==> config.mk <==
export PLATFORM = sky130hd
export DESIGN_NAME = voce_ctrl
export DESIGN_NICKNAME = d
export VERILOG_FILES = /design/src/sv/voce_pkg.sv /design/src/sv/voce_ctrl.sv
export VERILOG_INCLUDE_DIRS = /design/src /design/src/sv
export SDC_FILE = /design/constraint.sdc
export NUM_CORES = 1
export LEC_CHECK = 0
export BUFFER_PORTS_ARGS = -buffer_cell sky130_fd_sc_hd__buf_4
export CAP_MARGIN = 20
export CORE_AREA = 2 2 39 41
export CTS_CLUSTER_DIAMETER = 60
export DETAILED_ROUTE_END_ITERATION = 12
export DIE_AREA = 0 0 41 43
export GPL_TIMING_DRIVEN = 0
export SYNTH_ARGS = -nofsm -noshare
export SYNTH_HDL_FRONTEND = slang
export SYNTH_SLANG_ARGS = --single-unit
export TNS_END_PERCENT = 30
==> constraint.sdc <==
create_clock -name clk -period 1.4 [get_ports clk]
set_input_delay 0.21 -clock clk [delete_from_list [all_inputs] [get_ports clk]]
set_output_delay 0.21 -clock clk [all_outputs]
set_load 0.005 [all_outputs]
==> src/sv/vertex_order_cost_evaluator_core_defines.svh <==
// Assertion helpers shared by the controller and the datapath.
// Both expect clk and rst_n in scope.
`ifndef VERTEX_ORDER_COST_EVALUATOR_CORE_DEFINES_SVH
`define VERTEX_ORDER_COST_EVALUATOR_CORE_DEFINES_SVH

// Same-cycle implication.
`define VOCE_ASSERT_NOW(lbl, ante, cons, msg) \
  lbl: assert property (@(posedge clk) disable iff (!rst_n) (ante) |-> (cons)) \
    else $error(msg);

// Next-cycle implication.
`define VOCE_ASSERT_NEXT(lbl, ante, cons, msg) \
  lbl: assert property (@(posedge clk) disable iff (!rst_n) (ante) |=> (cons)) \
    else $error(msg);

`endif

==> src/sv/voce_pkg.sv <==
`default_nettype none

package voce_pkg;

  // Field widths
  localparam int MODE_W   = 1;
  localparam int VERTEX_W = 5;
  localparam int SLOT_W   = 4;
  localparam int MASK_W   = 32;
  localparam int COST_W   = 32;
  localparam int SUM_W    = 40;

  // Parameter defaults
  localparam int MAX_VERTICES_DEF = 32;
  localparam int MAX_SETS_DEF     = 16;

  // Mode codes
  localparam logic [MODE_W-1:0] MODE_LOAD  = 1'b0;
  localparam logic [MODE_W-1:0] MODE_ORDER = 1'b1;

  // One candidate parent set as kept in the table
  typedef struct packed {
    logic              valid;
    logic [MASK_W-1:0] mask;
    logic [COST_W-1:0] cost;
  } voce_entry_t;

  typedef enum logic [2:0] {
    ST_CLEAR,
    ST_IDLE,
    ST_SCAN,
    ST_DRAIN,
    ST_FINISH
  } voce_state_t;

  // Controller -> datapath
  typedef struct packed {
    logic clear;    // write one invalid entry of the sweep
    logic take;     // input beat accepted
    logic scan_rd;  // read the next slot of the current vertex
    logic finish;   // fold best cost into the sum and mark vertex seen, or post the total and clear on the last vertex
  } voce_cmd_t;

  // Datapath -> controller
  typedef struct packed {
    logic clear_done;
    logic in_order;
    logic in_range;
    logic scan_last;
    logic last;
    logic out_full;
  } voce_sts_t;

endpackage

`default_nettype wire

==> src/sv/voce_ctrl.sv <==
`default_nettype none

`include "vertex_order_cost_evaluator_core_defines.svh"

module voce_ctrl (
  input  wire logic                clk,
  input  wire logic                rst_n,
  input  wire logic                in_valid,
  output logic                     in_ready,
  input  wire voce_pkg::voce_sts_t sts,
  output voce_pkg::voce_cmd_t      cmd
);
  import voce_pkg::*;

  voce_state_t state_r, state_nxt;
  logic        accept;

  assign accept = in_valid && in_ready;

  always_ff @(posedge clk) begin
    if (!rst_n) begin
      state_r <= ST_CLEAR;
    end else begin
      state_r <= state_nxt;
    end
  end

  always_comb begin
    state_nxt = state_r;
    in_ready  = 1'b0;
    cmd       = '0;
    unique case (state_r)
      ST_CLEAR: begin
        cmd.clear = 1'b1;
        if (sts.clear_done) begin
          state_nxt = ST_IDLE;
        end
      end
      ST_IDLE: begin
        in_ready = 1'b1;
        cmd.take = in_valid;
        if (in_valid && sts.in_order) begin
          state_nxt = sts.in_range ? ST_SCAN : ST_FINISH;
        end
      end
      ST_SCAN: begin
        cmd.scan_rd = 1'b1;
        if (sts.scan_last) begin
          state_nxt = ST_DRAIN;
        end
      end
      ST_DRAIN: begin
        state_nxt = ST_FINISH;
      end
      ST_FINISH: begin
        // hold a last vertex while a finished total still sits unclaimed
        if (!sts.last || !sts.out_full) begin
          cmd.finish = 1'b1;
          state_nxt  = ST_IDLE;
        end
      end
      default: begin
        state_nxt = ST_CLEAR;
      end
    endcase
  end

  `VOCE_ASSERT_NEXT(a_scan_start, accept && sts.in_order && sts.in_range, state_r == ST_SCAN, "scan did not start")
  `VOCE_ASSERT_NEXT(a_scan_end, state_r == ST_SCAN && sts.scan_last, state_r == ST_DRAIN, "scan overran")
  `VOCE_ASSERT_NEXT(a_finish_hold, state_r == ST_FINISH && sts.last && sts.out_full, state_r == ST_FINISH, "total dropped")

endmodule

`default_nettype wire

## Word-level counts from Yosys, hierarchy flattened

Index checks and enable logic that the tools add are counted.

| word-level totals | value |
|---|---|
| register bits | 3 |
| output and inout bits | 5 |

| operators by class | value |
|---|---|
| equality and inequality tests | 8 |
| mux-type cells | 12 |
| reduce and logical (&&, ||, !) cells | 6 |

Operators by type and width:

| operator | number |
|---|---|
| $mux W3 | 5 |
| $pmux W3 S5 | 1 |
| $ne A2 B2 Y1 const B | 4 |
| $eq A3 B2 Y1 const B | 2 |
| $mux W1 | 6 |
| $reduce_and A4 Y1 | 1 |
| $eq A3 B1 Y1 const B | 1 |
| $eq A3 B3 Y1 const B | 1 |
| $logic_not A3 Y1 | 1 |
| $logic_not A1 Y1 | 2 |
| $logic_and A1 B1 Y1 | 1 |
| $logic_or A1 B1 Y1 | 1 |

## Depth between registers and ports, before layout

| logic depth | value |
|---|---|
| word-level depth | 4 |
| gate-level depth with buffers | 4 |
| mapped depth without buffers | 3 |

## Least setup slack after synthesis

Ideal clock, no wire load.

| timing | value |
|---|---|
| path type | register to output |
| start | reg state_r[2] |
| end | out cmd[2] (netlist name) |
| arrival time | 0.805 ns |
| data required time | 1.190 ns |
| slack | 0.385 ns |
| stages on the path, launching flop included | 4 |
| path buffers | 1 |
| cells stage by stage | dfxtp_1 buf_6 nor3b_2 and2_1 |

RTL lines:

| what | RTL line | source |
|---|---|---|
| start: declaration | voce_ctrl.sv:15 | `voce_state_t state_r, state_nxt;` |
| start signal: assignment | voce_ctrl.sv:24 | `state_r <= state_nxt;` |
| end: declaration | voce_ctrl.sv:11 | `output voce_pkg::voce_cmd_t cmd` |

==> flow_summary.ini <==
[synthesis]
ys_seq_area_frac = 0.232
async_flop_share = 0
synth-main-ff-cell = dfxtp_1
synthCells = 27
synth_top_area_cell = dfxtp_1
synthTopCellsByCount = 3 x dfxtp_1, 3 x nand2_1, 2 x buf_6, 2 x nor3b_2
synth.top_cell.area_share = 0.232
synth.avg_cell_area_um2 = 9.59
netlist_top_cells_area = dfxtp_1 23%, nor3b_2 9.7%, buf_6 8.7%, nor4b_2 5.8%, nor2b_4 5.3%
yosys_warnings = 0
synth_nets = 36
synth_area_um2 = 259
ys_ff_latch = 3
synth_enable_flop_cells = 0
synth_cell_types = 21

[cells_and_area]
area_delta_synth_final_pct = 62.8
regMostFlops = state_r
fin_util = 0.305
fill_cells = 158
largest_reg_flops = 3
n_antenna_cell = 0
drive_gt1_frac = 0.600
finalNetCount = 55
top_regs = state_r: 3 flops

[floorplanning]
die_w_um = 41
die_area_um2 = 1760
core.rowCount = 14
num_io_pins = 14
start_util = 0.187
core_um2 = 1380
die_y_um = 43

[power_and_ir_drop]
pwr_density_cell_nw_per_um2 = 840
internal_power_w = 0.000267
p_comb_frac = 0.303
pwr-share-clk = 0.431
p_switching_w = 0.0000872
pwr-share-seq = 0.266
ir_worst_vdd_v = 0.000293
p_leak_nw = 0.184
switching_share = 0.246
total_power_w = 0.000354

[setup_path]
crit_chain = buf_6 > nor3b_4 > and2_1 > buf_4
critPathKind = reg2out
r2r_slack_ps = 380
cp.required_ps = 1190
critPathCaptureType = output port
cpMaxStageDelayCell = dfxtp_1
cp_max_fo = 8
arrival_ps = 1110
crit_path_start_kind = flop
cpPeakStageDelay_ps = 300

[timing]
relSlewSlack = 0.857
fin_ws_ps = 77.5
hold_slack_ps = 262
slew_viol_final = 0
min_period_over_period = 0.945
fmaxAchievable_ghz = 0.756
layout_min_cycle_time_ps = 1320
hold_viol = 0
skew_ps = 3.73
setup_violations = 0
setup-tns-final_ps = 0
worst_pin_slew_ps = 214
rsz0062_at_grt = no

[clocking]
clk_latency_ps = 230
h-tree-depth = 1
root_buffer = clkbuf_4
cts_tree = built
cts.sinks = 3
cts.path.max_buffers = 2
path_clk_slew_ps = 40
numCtsBuffers = 3

[placement]
dp_slack_ps = 282
port_buffers = 13
globalplace.congestion = 0.691
hpwl_um = 439

[grt]
grt_max_degree = 11
grt_overflow = 0
grt_pass1_wl_um = 897
grtUsageTotal = 0.0791
antenna_found_initial = 0
grt_pass1_vias = 219

[detailed_routing]
antenna_left = 0
viasPerCell = 4.31
routed_wl_um = 599
vias = 263
drc = 0
drtPass1Iterations = 3
drtIter0Drc = 7
wl_per_cell_um = 9.82

[min_path]
min_path_type = in2reg

[outcome]
status = finished clean

[run]
max_cap_viol_count = 0
final timing paths:
kind	start	end	cells after the start
setup / recovery	state_r[2]$_SDFFE_PN0P_	cmd[2]	4
hold / removal	rst_n	state_r[0]$_SDFFE_PN0P_	2
setup reg to reg	state_r[2]$_SDFFE_PN0P_	state_r[0]$_SDFFE_PN0P_	4
hold reg to reg	state_r[2]$_SDFFE_PN0P_	state_r[1]$_SDFFE_PN0P_	2
critical path: cells and delay by family, from the launching register on:
family / cells / cell delay (ps)
buffers and inverters: 2 / 230
flip-flops: 1 / 300
AND/OR/NAND/NOR: 2 / 350
area by class of cell:
class	instances	area, um^2	share of cell area
multi-input combinational	21	175	0.415
timing repair buffer	14	105	0.249
sequential	3	61.3	0.145
buffer	3	33.8	0.0801
clock buffer	4	26.3	0.0623
tap	16	20.0	0.0475
cell families (layout without fill, tap and decap cells):
group / count (synthesis) / after routing / synth area share
buf+inv: 3 / 21 / 0.116
compound gates: 5 / 5 / 0.150
mux: 1 / 1 / 0.0386
simple gates: 15 / 15 / 0.464
flops: 3 / 3 / 0.232
placed cells by master (no fill, tap or decap), drive strengths merged:
cell type | Yosys | layout
o22ai | 1 | 1
nor2 | 1 | 1
a32o | 1 | 1
nor3 | 2 | 2
nand2 | 3 | 3
nor4b | 1 | 1
a21o | 1 | 1
and4b | 1 | 1
o21ba | 1 | 1
nand3 | 1 | 1
nor2b | 1 | 1
buf | 3 | 17
a21oi | 1 | 1
and2 | 1 | 1
clkbuf | 0 | 4
dfxtp | 3 | 3
nor3b | 3 | 3
nand3b | 1 | 1
mux2i | 1 | 1
layer usage:
layer  routed length [um]  global-route usage  vias to the layer above
li1                     -                   -                      135
met1                  280               0.108                      113
met2                  243              0.0844                       13
met3                   62              0.0157                        2
met4                   13               0.100                        0
met5                    0                   0                        -
per-stage QoR:
step / std cells / area [um^2]
after floorplan: 27 / 259
after global placement: 56 / 377
after detailed placement: 56 / 377
after CTS: 60 / 403
after global routing: 61 / 422
final: 61 / 422
power groups by stage:
stage               Sequential (W)  Combinational (W)  Clock (W)
finish                   0.0000941           0.000107   0.000153
global route             0.0000946           0.000116   0.000161
CTS                      0.0000926          0.0000961   0.000160
detailed placement       0.0000940          0.0000956          0
global placement         0.0000938          0.0000951          0
floorplan                0.0000937          0.0000507          0
repair_timing:
action / in CTS / in global routing
endpoints found under the setup margin: 0 / 1
buffers inserted: 0 / 1
resized for setup: 0 / 3
hold buffers: 0 / 0
(Power assumes the default switching activity.)
